<file path="src/sv/mpe_pkg.sv">
// Shared types and constants for the mouse packet event decoder.
// No dependencies; every other file of the block imports this package.
package mpe_pkg;

  localparam int DELTA_W   = 9;
  localparam int BUTTON_W  = 2;
  localparam int NUM_BTN   = 3;
  localparam int QUEUE_DEPTH = 2;
  localparam int QPTR_W    = $clog2(QUEUE_DEPTH);
  localparam int QCNT_W    = $clog2(QUEUE_DEPTH + 1);

  // Event kinds
  localparam logic EV_MOTION = 1'b0;
  localparam logic EV_PRESS  = 1'b1;

  // Button codes
  localparam logic [BUTTON_W-1:0] BTN_LEFT   = 2'd0;
  localparam logic [BUTTON_W-1:0] BTN_RIGHT  = 2'd1;
  localparam logic [BUTTON_W-1:0] BTN_MIDDLE = 2'd2;

  // Packet byte positions
  localparam logic [1:0] IDX_HEADER = 2'd0;
  localparam logic [1:0] IDX_X      = 2'd1;

  // Header bit positions
  localparam int HDR_SIGN_X = 4;
  localparam int HDR_SIGN_Y = 5;

  // Decoded packet passed from the front to the back
  typedef struct packed {
    logic signed [DELTA_W-1:0] dx;
    logic signed [DELTA_W-1:0] dy;
    logic                      motion;
    logic [NUM_BTN-1:0]        buttons;
  } mpe_pkt_t;

endpackage

</file>
<file path="src/sv/mpe_if.sv">
// Handshake channels of the mouse packet event decoder: received bytes in,
// decoded events out. Depends on mpe_pkg.
interface mpe_byte_if;
  import mpe_pkg::*;

  logic       valid;
  logic       ready;
  logic [7:0] rx_byte;

  modport source (output valid, output rx_byte, input ready);
  modport sink   (input valid, input rx_byte, output ready);
endinterface

interface mpe_event_if;
  import mpe_pkg::*;

  logic                      valid;
  logic                      ready;
  logic                      event_kind;
  logic signed [DELTA_W-1:0] delta_x;
  logic signed [DELTA_W-1:0] delta_y;
  logic [BUTTON_W-1:0]       button;
  logic                      last;

  modport source (output valid, output event_kind, output delta_x, output delta_y,
                  output button, output last, input ready);
  modport sink   (input valid, input event_kind, input delta_x, input delta_y,
                  input button, input last, output ready);
endinterface

</file>
<file path="src/sv/mouse_packet_event_decoder.sv">
// Top level of the mouse packet event decoder: front end, packet queue and
// event back end. Depends on mpe_pkg, mpe_if, mpe_front, mpe_queue, mpe_back.
//
//   channel    | dir | payload                                       | beat
//   -----------+-----+-----------------------------------------------+---------------
//   in_ch      | in  | rx_byte[7:0]                                  | valid & ready
//   out_ch     | out | event_kind, delta_x, delta_y, button, last    | valid & ready
//   cfg        | in  | cfg_data (enable)                             | cfg_write
//
// A byte is taken on each valid & ready beat; first and second bytes never stall.
// A completing byte waits only while the two-entry packet queue is full.
// The back end loads a packet while it has no pending events, then issues one
// event per cycle from its output register while the event channel is not stalled.
// Synchronous reset clears enable, packet position, queue and output valid.
module mouse_packet_event_decoder (
  input  logic        clk,
  input  logic        rst,
  input  logic        cfg_write,
  input  logic        cfg_data,
  mpe_byte_if.sink    in_ch,
  mpe_event_if.source out_ch
);
  import mpe_pkg::*;

  logic     push;
  logic     pop;
  logic     full;
  logic     empty;
  mpe_pkt_t push_pkt;
  mpe_pkt_t pop_pkt;

  // Collect and classify bytes
  mpe_front u_front (
    .clk       (clk),
    .rst       (rst),
    .cfg_write (cfg_write),
    .cfg_data  (cfg_data),
    .in_ch     (in_ch),
    .push      (push),
    .push_pkt  (push_pkt),
    .full      (full)
  );

  // Decouple front and back
  mpe_queue u_queue (
    .clk      (clk),
    .rst      (rst),
    .push     (push),
    .push_pkt (push_pkt),
    .full     (full),
    .pop      (pop),
    .pop_pkt  (pop_pkt),
    .empty    (empty)
  );

  // Issue events
  mpe_back u_back (
    .clk     (clk),
    .rst     (rst),
    .pop     (pop),
    .pop_pkt (pop_pkt),
    .empty   (empty),
    .out_ch  (out_ch)
  );

endmodule

</file>
<file path="src/sv/mpe_front.sv">
// Front end: takes received bytes, collects three-byte packets and pushes
// decoded packets that carry motion or a button. Depends on mpe_pkg, mpe_if.
module mpe_front (
  input  logic             clk,
  input  logic             rst,
  input  logic             cfg_write,
  input  logic             cfg_data,
  mpe_byte_if.sink         in_ch,
  output logic             push,
  output mpe_pkg::mpe_pkt_t push_pkt,
  input  logic             full
);
  import mpe_pkg::*;

  logic       enable;
  logic [1:0] byte_index;
  logic [7:0] header_byte;
  logic [7:0] x_byte;
  logic       accept;
  logic       completes;

  // Stall only a completing byte while the queue has no room
  assign completes   = byte_index[1];
  assign in_ch.ready = !enable || !completes || !full;
  assign accept      = in_ch.valid && in_ch.ready;

  // Form deltas from the stored bytes and the current Y byte
  always_comb begin
    push_pkt.dx      = {header_byte[HDR_SIGN_X], x_byte};
    push_pkt.dy      = {header_byte[HDR_SIGN_Y], in_ch.rx_byte};
    push_pkt.motion  = (push_pkt.dx != '0) || (push_pkt.dy != '0);
    push_pkt.buttons = header_byte[NUM_BTN-1:0];
  end

  // Drop quiet packets
  assign push = accept && enable && completes && (push_pkt.motion || (|push_pkt.buttons));

  // Hold enable and advance the packet position
  always_ff @(posedge clk) begin
    if (rst) begin
      enable     <= 1'b0;
      byte_index <= IDX_HEADER;
    end else begin
      if (cfg_write) begin
        enable <= cfg_data;
      end
      if (accept && enable) begin
        if (completes) begin
          byte_index <= IDX_HEADER;
        end else begin
          byte_index <= byte_index + 2'd1;
        end
      end
    end
  end

  // Store header and X bytes
  always_ff @(posedge clk) begin
    if (accept && enable && !completes) begin
      if (byte_index == IDX_HEADER) begin
        header_byte <= in_ch.rx_byte;
      end else begin
        x_byte <= in_ch.rx_byte;
      end
    end
  end

endmodule

</file>
<file path="src/sv/mpe_queue.sv">
// Short packet queue between the front and back ends.
// Depends on mpe_pkg.
module mpe_queue (
  input  logic              clk,
  input  logic              rst,
  input  logic              push,
  input  mpe_pkg::mpe_pkt_t push_pkt,
  output logic              full,
  input  logic              pop,
  output mpe_pkg::mpe_pkt_t pop_pkt,
  output logic              empty
);
  import mpe_pkg::*;

  mpe_pkt_t           entries [QUEUE_DEPTH];
  logic [QPTR_W-1:0]  wr_ptr;
  logic [QPTR_W-1:0]  rd_ptr;
  logic [QCNT_W-1:0]  count;
  logic               do_push;
  logic               do_pop;

  assign full    = (count == QCNT_W'(QUEUE_DEPTH));
  assign empty   = (count == '0);
  assign do_push = push && !full;
  assign do_pop  = pop && !empty;
  assign pop_pkt = entries[rd_ptr];

  // Advance pointers and occupancy
  always_ff @(posedge clk) begin
    if (rst) begin
      wr_ptr <= '0;
      rd_ptr <= '0;
      count  <= '0;
    end else begin
      if (do_push) begin
        wr_ptr <= (wr_ptr == QPTR_W'(QUEUE_DEPTH - 1)) ? '0 : wr_ptr + 1'b1;
      end
      if (do_pop) begin
        rd_ptr <= (rd_ptr == QPTR_W'(QUEUE_DEPTH - 1)) ? '0 : rd_ptr + 1'b1;
      end
      if (do_push && !do_pop) begin
        count <= count + 1'b1;
      end else if (do_pop && !do_push) begin
        count <= count - 1'b1;
      end
    end
  end

  // Write packet storage
  always_ff @(posedge clk) begin
    if (do_push) begin
      entries[wr_ptr] <= push_pkt;
    end
  end

endmodule

</file>
<file path="src/sv/mpe_back.sv">
// Back end: loads a packet from the queue and issues its events one beat at
// a time through an output register. Depends on mpe_pkg, mpe_if.
module mpe_back (
  input  logic              clk,
  input  logic              rst,
  output logic              pop,
  input  mpe_pkg::mpe_pkt_t pop_pkt,
  input  logic              empty,
  mpe_event_if.source       out_ch
);
  import mpe_pkg::*;

  logic                      pend_motion;
  logic [NUM_BTN-1:0]        pend_btn;
  logic signed [DELTA_W-1:0] cur_dx;
  logic signed [DELTA_W-1:0] cur_dy;
  logic                      busy;
  logic                      slot_free;
  logic                      emit;
  logic                      ev_kind;
  logic [BUTTON_W-1:0]       ev_button;
  logic                      pend_motion_next;
  logic [NUM_BTN-1:0]        pend_btn_next;

  assign busy      = pend_motion || (|pend_btn);
  assign slot_free = !out_ch.valid || out_ch.ready;
  assign emit      = busy && slot_free;
  assign pop       = !busy && !empty;

  // Pick the next event: motion first, then left, right, middle
  always_comb begin
    ev_kind          = EV_MOTION;
    ev_button        = BTN_LEFT;
    pend_motion_next = pend_motion;
    pend_btn_next    = pend_btn;
    if (pend_motion) begin
      pend_motion_next = 1'b0;
    end else if (pend_btn[0]) begin
      ev_kind          = EV_PRESS;
      ev_button        = BTN_LEFT;
      pend_btn_next[0] = 1'b0;
    end else if (pend_btn[1]) begin
      ev_kind          = EV_PRESS;
      ev_button        = BTN_RIGHT;
      pend_btn_next[1] = 1'b0;
    end else begin
      ev_kind          = EV_PRESS;
      ev_button        = BTN_MIDDLE;
      pend_btn_next[2] = 1'b0;
    end
  end

  // Hold pending work and the output valid
  always_ff @(posedge clk) begin
    if (rst) begin
      pend_motion  <= 1'b0;
      pend_btn     <= '0;
      out_ch.valid <= 1'b0;
    end else begin
      if (pop) begin
        pend_motion <= pop_pkt.motion;
        pend_btn    <= pop_pkt.buttons;
      end else if (emit) begin
        pend_motion <= pend_motion_next;
        pend_btn    <= pend_btn_next;
      end
      if (emit) begin
        out_ch.valid <= 1'b1;
      end else if (out_ch.ready) begin
        out_ch.valid <= 1'b0;
      end
    end
  end

  // Load deltas and the output beat payload
  always_ff @(posedge clk) begin
    if (pop) begin
      cur_dx <= pop_pkt.dx;
      cur_dy <= pop_pkt.dy;
    end
    if (emit) begin
      out_ch.event_kind <= ev_kind;
      out_ch.delta_x    <= (ev_kind == EV_MOTION) ? cur_dx : '0;
      out_ch.delta_y    <= (ev_kind == EV_MOTION) ? cur_dy : '0;
      out_ch.button     <= (ev_kind == EV_MOTION) ? BTN_LEFT : ev_button;
      out_ch.last       <= !pend_motion_next && (pend_btn_next == '0);
    end
  end

endmodule

</file>
<file path="src/flat_wrapper.sv">
// flat-port wrapper written by rule: the top's interface ports become plain ports
module mouse_packet_event_decoder_flat import mpe_pkg::*;
  (clk, rst, cfg_write, cfg_data, in_ch_valid, in_ch_rx_byte, in_ch_ready, out_ch_valid, out_ch_event_kind, out_ch_delta_x, out_ch_delta_y, out_ch_button, out_ch_last, out_ch_ready);
  mpe_byte_if in_ch_i ();
  mpe_event_if out_ch_i ();
  input  logic clk;
  input  logic rst;
  input  logic cfg_write;
  input  logic cfg_data;
  input wire logic [$bits(in_ch_i.valid)-1:0] in_ch_valid;
  input wire logic [$bits(in_ch_i.rx_byte)-1:0] in_ch_rx_byte;
  output wire logic [$bits(in_ch_i.ready)-1:0] in_ch_ready;
  output wire logic [$bits(out_ch_i.valid)-1:0] out_ch_valid;
  output wire logic [$bits(out_ch_i.event_kind)-1:0] out_ch_event_kind;
  output wire logic [$bits(out_ch_i.delta_x)-1:0] out_ch_delta_x;
  output wire logic [$bits(out_ch_i.delta_y)-1:0] out_ch_delta_y;
  output wire logic [$bits(out_ch_i.button)-1:0] out_ch_button;
  output wire logic [$bits(out_ch_i.last)-1:0] out_ch_last;
  input wire logic [$bits(out_ch_i.ready)-1:0] out_ch_ready;
  assign in_ch_i.valid = in_ch_valid;
  assign in_ch_i.rx_byte = in_ch_rx_byte;
  assign in_ch_ready = in_ch_i.ready;
  assign out_ch_valid = out_ch_i.valid;
  assign out_ch_event_kind = out_ch_i.event_kind;
  assign out_ch_delta_x = out_ch_i.delta_x;
  assign out_ch_delta_y = out_ch_i.delta_y;
  assign out_ch_button = out_ch_i.button;
  assign out_ch_last = out_ch_i.last;
  assign out_ch_i.ready = out_ch_ready;
  mouse_packet_event_decoder u_core (.clk(clk), .rst(rst), .cfg_write(cfg_write), .cfg_data(cfg_data), .in_ch(in_ch_i), .out_ch(out_ch_i));
endmodule
</file>
<file path="config.mk">
export PLATFORM = sky130hd
export DESIGN_NAME = mouse_packet_event_decoder_flat
export DESIGN_NICKNAME = d
export VERILOG_FILES = /design/src/sv/mpe_pkg.sv /design/src/sv/mpe_if.sv /design/src/sv/mouse_packet_event_decoder.sv /design/src/sv/mpe_front.sv /design/src/sv/mpe_queue.sv /design/src/sv/mpe_back.sv /design/src/flat_wrapper.sv
export SDC_FILE = /design/constraint.sdc
export NUM_CORES = 1
export LEC_CHECK = 0
export BUFFER_PORTS_ARGS = -buffer_cell sky130_fd_sc_hd__buf_2
export CORE_MARGIN = 1.5
export CORE_UTILIZATION = 35
export CTS_BUF_LIST = sky130_fd_sc_hd__clkbuf_8 sky130_fd_sc_hd__clkbuf_16
export DETAILED_ROUTE_END_ITERATION = 8
export GPL_ROUTABILITY_DRIVEN = 0
export MAX_ROUTING_LAYER = met4
export SLEW_MARGIN = 20
export SYNTH_ARGS = -nofsm -noshare
export SYNTH_HDL_FRONTEND = slang
export SYNTH_SLANG_ARGS = --single-unit
</file>
<file path="constraint.sdc">
create_clock -name clk -period 3.86 [get_ports clk]
set_input_delay 0.193 -clock clk [delete_from_list [all_inputs] [get_ports clk]]
set_output_delay 0.193 -clock clk [all_outputs]
set_load 0.005 [all_outputs]
</file>
# Word level (Yosys, flattened, before mapping)

Memories as Yosys holds them, arrays and structs flattened. A register that Yosys moved wholly into a read port is not among the register bits.
Index checks and enable logic that the tools add are counted.
W data, S select, Z words.

Word-level logic and storage cells: 83
Memories kept: 1
Output and inout bits: 24
Memory bits (writable): 44
Flip-flop bits (word level): 66

Memory list:

| memory                 | depth | bits a word | rd ports | clocked after Yosys merged registers in | wr ports | line            | RTL |
|---|---|---|---|---|---|---|---|
| u_core.u_queue.entries | 2     | 22          | 1        | 1                                       | 1        | mpe_queue.sv:15 | `mpe_pkt_t entries [QUEUE_DEPTH];` |

Add/subtract/negate cells: 5
Reduce and logical (&&, ||, !) cells: 38
Bitwise operators: 1
Equal/unequal tests: 1
Mux-type cells: 20

Operator list:

| cell                  | number |
|---|---|
| $reduce_bool A9 Y1    | 2 |
| $mux W1               | 12 |
| $logic_and A1 B1 Y1   | 11 |
| $mux W2               | 5 |
| $mux W3               | 3 |
| $logic_not A1 Y1      | 8 |
| $logic_or A1 B1 Y1    | 6 |
| $reduce_bool A2 Y1    | 3 |
| $reduce_or A3 Y1      | 2 |
| $add A2 B1 Y2 const B | 2 |
| $logic_not A2 Y1      | 2 |
| $reduce_and A2 Y1     | 2 |
| $logic_not A3 Y1      | 1 |
| $add A1 B1 Y1 const B | 2 |
| $eq A2 B2 Y1 const B  | 1 |
| $reduce_or A2 Y1      | 1 |
| $sub A2 B1 Y2 const B | 1 |
| $not A1 Y1            | 1 |

# Depth between registers and ports, before layout

Depth after elaboration: 12
Depth in mapped cells: 9

# Modules after synthesis

Synthesis repeated with hierarchy kept, for this count alone.

Cells, all modules: 230
Area, all modules: 4010.1 µm²

By module, submodules not included:

| module    | instances | cells an instance | area an instance (µm²) |
|---|---|---|---|
| mpe_queue | 1         | 93                | 1796.7 |
| mpe_back  | 1         | 89                | 1564.0 |
| mpe_front | 1         | 48                | 649.4 |

# Least setup slack after synthesis

Ideal clock, no wire load.

Kind: reg-to-reg
Start: register u_core.u_queue.count[0]
End: memory u_core.u_queue.entries[1][0] (netlist name) (enable)
Buffers on the path: 0
Cell stages (with the launch flop): 5
Data arrival time: 1.858 ns
Setup slack: 1.601 ns
Period minus slack after synthesis: 2.259 ns
Required time: 3.459 ns
Setup time: 0.401 ns
Path through: dfxtp_1 > nor2b_1 > or2_1 > o21bai_1 > nor2_1

Word-level cells in the longest chain between the ends: 10

RTL lines:

| element                           | line                             | RTL |
|---|---|---|
| from (decl)                       | mpe_queue.sv:18                  | `logic [QCNT_W-1:0] count;` |
| from (signal assigned)            | mpe_queue.sv:42                  | `count <= count + 1'b1;` |
| from (signal assigned)            | mpe_queue.sv:44                  | `count <= count - 1'b1;` |
| $eq A2 B2 Y1 *                    | mpe_queue.sv:22                  | `assign full = (count == QCNT_W'(QUEUE_DEPTH));` |
| $logic_not A1 Y1 *                | mpe_front.sv:24, mpe_queue.sv:24 |  |
| $logic_or A1 B1 Y1                | mpe_front.sv:24                  | `assign in_ch.ready = !enable \|\| !completes \|\| !full;` |
| $logic_and A1 B1 Y1               | mpe_front.sv:25                  | `assign accept = in_ch.valid && in_ch.ready;` |
| $logic_and A1 B1 Y1 (3 in series) | mpe_front.sv:36                  | `assign push = accept && enable && completes && (push_pkt.motion \|\| (\|push_pkt.buttons));` |
| $logic_and A1 B1 Y1 *             | mpe_queue.sv:24                  | `assign do_push = push && !full;` |
| $mux W1 *                         | mpe_queue.sv:51                  | `if (do_push) begin` |
| $mux W1 (implied by the code) *   | mpe_queue.sv:52                  | `entries[wr_ptr] <= push_pkt;` |
| to (decl)                         | mpe_queue.sv:15                  |  |

Mark *: on every way between the ends. The rest lies on a longest branch, timed or not.

# Worst setup path after layout

Start: register u_core.u_back.pend_motion
End: register u_core.u_queue.count[1]

Word-level cells in the longest chain between the ends: 7
Elaborated cells between the ends (all ways): 9
Classes of those cells: mux (1); reduce/logical (8)

RTL lines:

| element                                              | line            | RTL |
|---|---|---|
| from (decl)                                          | mpe_back.sv:13  | `logic pend_motion;` |
| from (signal assigned)                               | mpe_back.sv:61  | `pend_motion <= pop_pkt.motion;` |
| from (signal assigned)                               | mpe_back.sv:64  | `pend_motion <= pend_motion_next;` |
| $logic_or A1 B1 Y1 *                                 | mpe_back.sv:25  | `assign busy = pend_motion \|\| (\|pend_btn);` |
| $logic_not A1 Y1 *                                   | mpe_back.sv:28  | `assign pop = !busy && !empty;` |
| $logic_and A1 B1 Y1 *                                | mpe_back.sv:28  |  |
| $logic_and A1 B1 Y1 *                                | mpe_queue.sv:25 | `assign do_pop = pop && !empty;` |
| $logic_not A1 Y1                                     | mpe_queue.sv:41 | `if (do_push && !do_pop) begin` |
| $logic_and A1 B1 Y1                                  | mpe_queue.sv:41 |  |
| $mux W2 / $reduce_bool A2 Y1 (equally long branches) | n/a             |  |

Marks and branches as above.
A chain may end at the register's enable or synchronous reset.

==> qor.yml <==
ioPinCount: 38
yosys.area.top_type: "edfxtp_1"
cts_buffers: 9
fmax_ghz: 0.411
synth.top_cells.by_count: "97 x edfxtp_1, 22 x mux2_2, 19 x and2_1, 14 x nor2_1, 13 x dfxtp_1"
r2r-start: "u_core.u_back.pend_motion$_SDFFE_PP0P_"
n_antenna_cell: 0
final.period_utilization: 0.630
syn-instance-count: 229
place_hpwl_um: 4130
cts_buffer_depth: 2
avgSynthCellArea_um2: 17.5
routed_via_density: 4.62
die_w_um: 110
dp_slack_ps: 1450
die_area_mm2: 0.0121
syn_nets: 244
yosysSeqAreaShare: 0.793
rows: 38
area_delta_synth_final_pct: 16.5
maxCapViolCount: 0
hold_buffers: 0
ant_nets: 0
die_h_um: 110
setup_ws_ps: 1430
yosysTopAreaCellShare: 0.728
drt_iter0_markers: 67
holdPathStages: 1
grt_usage: 0.116
r2r-end: "u_core.u_queue.count[1]$_SDFFE_PP0P_"
grt_max_degree: 28
arrival_ps: 2700
nNetsFinal: 288
hold_violations: 0
rsz0062_at_grt: "false"
leakage_uw: 0.00160
holdWs_ps: 82.8
routed_wl_um: 6260
setup_tns_ps: 0
dr.pass1.iters: 4
synth.most_common_cell: "edfxtp_1"
regArea_mm2: 0.00317
hp-class: "input port to flip-flop"
antenna_found_initial: 0
drive_gt1_frac: 0.284
crit_type: "flip-flop to flip-flop"
critical_path.startpoint: "u_core.u_back.pend_motion$_SDFFE_PP0P_"
io_buffers: 37
grt_pass1_wl_um: 9680
fillerInstances: 971
setup_violations: 0
cts_tree: "built"
worstPathMaxFanout: 27
fin_crit_ps: 2430
drc: 0
grt_pass1_vias: 1772
synth_cell_types: 34
synth_area_leaders: "edfxtp_1 73%, dfxtp_1 6.5%, mux2_2 6.2%"
synth-async-reset-ratio: 0
cts.clk_slew.worst_paths_ps: 70
post_cts_buffers: 0
maxSlewHeadroom: 0.318
ir_worst_vdd_uv: 256
critical_path_required_ps: 4130
cts_sinks: 110
multi_input_area_um2: 771
fin_worst_skew_ps: 11.3
utilization: 0.424
start_util: 0.364
r2r_cells: 7
p_per_area_mw_per_mm2: 640
overflow: 0
syn_area_mm2: 0.00400
endpoint: "u_core.u_queue.count[1]$_SDFFE_PP0P_"
clock_latency_ps: 340
synth-edff-count: 97
r2r_setup_slack_ps: 1430
ys_ff_latch: 110
cts_resized: 0
vias: 1930
htreeDepth: 3
final_max_slew_viol_count: 0
critPathLaunchType: "flip-flop"
tightest_slew_ps: 1020
status: "completed"
cts-root-buf: "clkbuf_16"
core_mm2: 0.0110
synth_warnings: 0
avgRoutedWirePerCell_um: 15.0
cp-end-kind: "flip-flop"
synth_flop_cell: "edfxtp_1"
-- worst min path at each step --
stage	from	slack, ps	endpoint
after floorplan	rst	260	u_core.u_back.pend_btn[0]$_SDFFE_PP0P_
after global placement	in_ch_rx_byte[6]	420	u_core.u_queue.entries[1][10]$_DFFE_PP_
after detailed placement	in_ch_rx_byte[6]	430	u_core.u_queue.entries[1][10]$_DFFE_PP_
after CTS	in_ch_rx_byte[6]	80	u_core.u_queue.entries[1][10]$_DFFE_PP_
after global routing	in_ch_rx_byte[6]	80	u_core.u_front.x_byte[6]$_DFFE_PP_
final	in_ch_rx_byte[6]	80	u_core.u_front.x_byte[6]$_DFFE_PP_
-- registers in the layout (all words and copies together), names as in the netlist, 3 cells and up, named ones only --
register	flops
u_core.u_queue.entries	44
u_core.u_back.out_ch.delta_x	9
u_core.u_back.cur_dy	9
u_core.u_back.pend_btn	3
u_core.u_back.cur_dx	9
u_core.u_front.x_byte	8
u_core.u_back.out_ch.delta_y	9
u_core.u_front.header_byte	5
-- where the power goes --
group          switching [µW]  total, µW  internal (µW)  leakage (µW)
clock network             387        952            565      0.000155
logic                     224        412            188      0.000450
registers                95.0       1620           1520      0.000994
total                     706       2980           2270       0.00160
-- routing by layer --
| metal | track usage | vias up | wire, µm |
|---|---|---|---|
| li1 | - | 949 | - |
| met1 | 0.163 | 932 | 3200 |
| met2 | 0.158 | 38 | 2630 |
| met3 | 0.0249 | 11 | 285 |
| met4 | 0.0584 | 0 | 146 |
| met5 | - | - | 0 |
-- through the flow --
step,power [µW],area [µm²],std cells
global placement,2060,4340,402
global route,3130,4660,418
floorplan,1880,4000,229
CTS,3020,4650,418
detailed placement,2060,4340,402
finish,2980,4660,418
-- final cells by class --
cell class | instances | share of cell area
well taps | 140 | 0.0376
clock buffers | 9 | 0.0483
clock inverters | 7 | 0.0191
flip-flops and latches | 110 | 0.681
inverters | 5 | 0.00403
multi-input cells | 107 | 0.165
repair buffers | 40 | 0.0446
-- cell families after synthesis --
logic type / Yosys count / synth area share
adder cells (fa/ha/maj): 2 / 0.00563
flip-flops: 110 / 0.793
AND/OR/NAND/NOR: 62 / 0.0879
buffers and inverters: 12 / 0.0156
multiplexers: 23 / 0.0645
AO/OA/AOI/OAI: 17 / 0.0263
XOR/XNOR: 3 / 0.00657
-- worst max-delay path, stage by stage (launching register included) --
cell	delay [ps]
dfxtp_1	540
nor4_4	450
o21a_1	170
buf_4	290
inv_1	80
ha_1	320
or3_1	370
a21oi_1	140
-- cell usage in the layout (no fill, tap or decap), types with 2 or more instances in the layout --
master	count
xor2_1	2
o21ai_0	5
buf_4	3
or3_1	3
mux2_2	22
nand2_1	4
nor2b_1	3
dfxtp_1	13
and2_1	19
edfxtp_1	97
nor4_1	5
clkbuf_16	9
bufinv_16	2
nor2_1	13
a21oi_1	5
a22oi_1	2
inv_1	6
buf_2	37
nand3_1	4
nor3_1	4
Note: power is estimated with default switching activity, not from simulation.
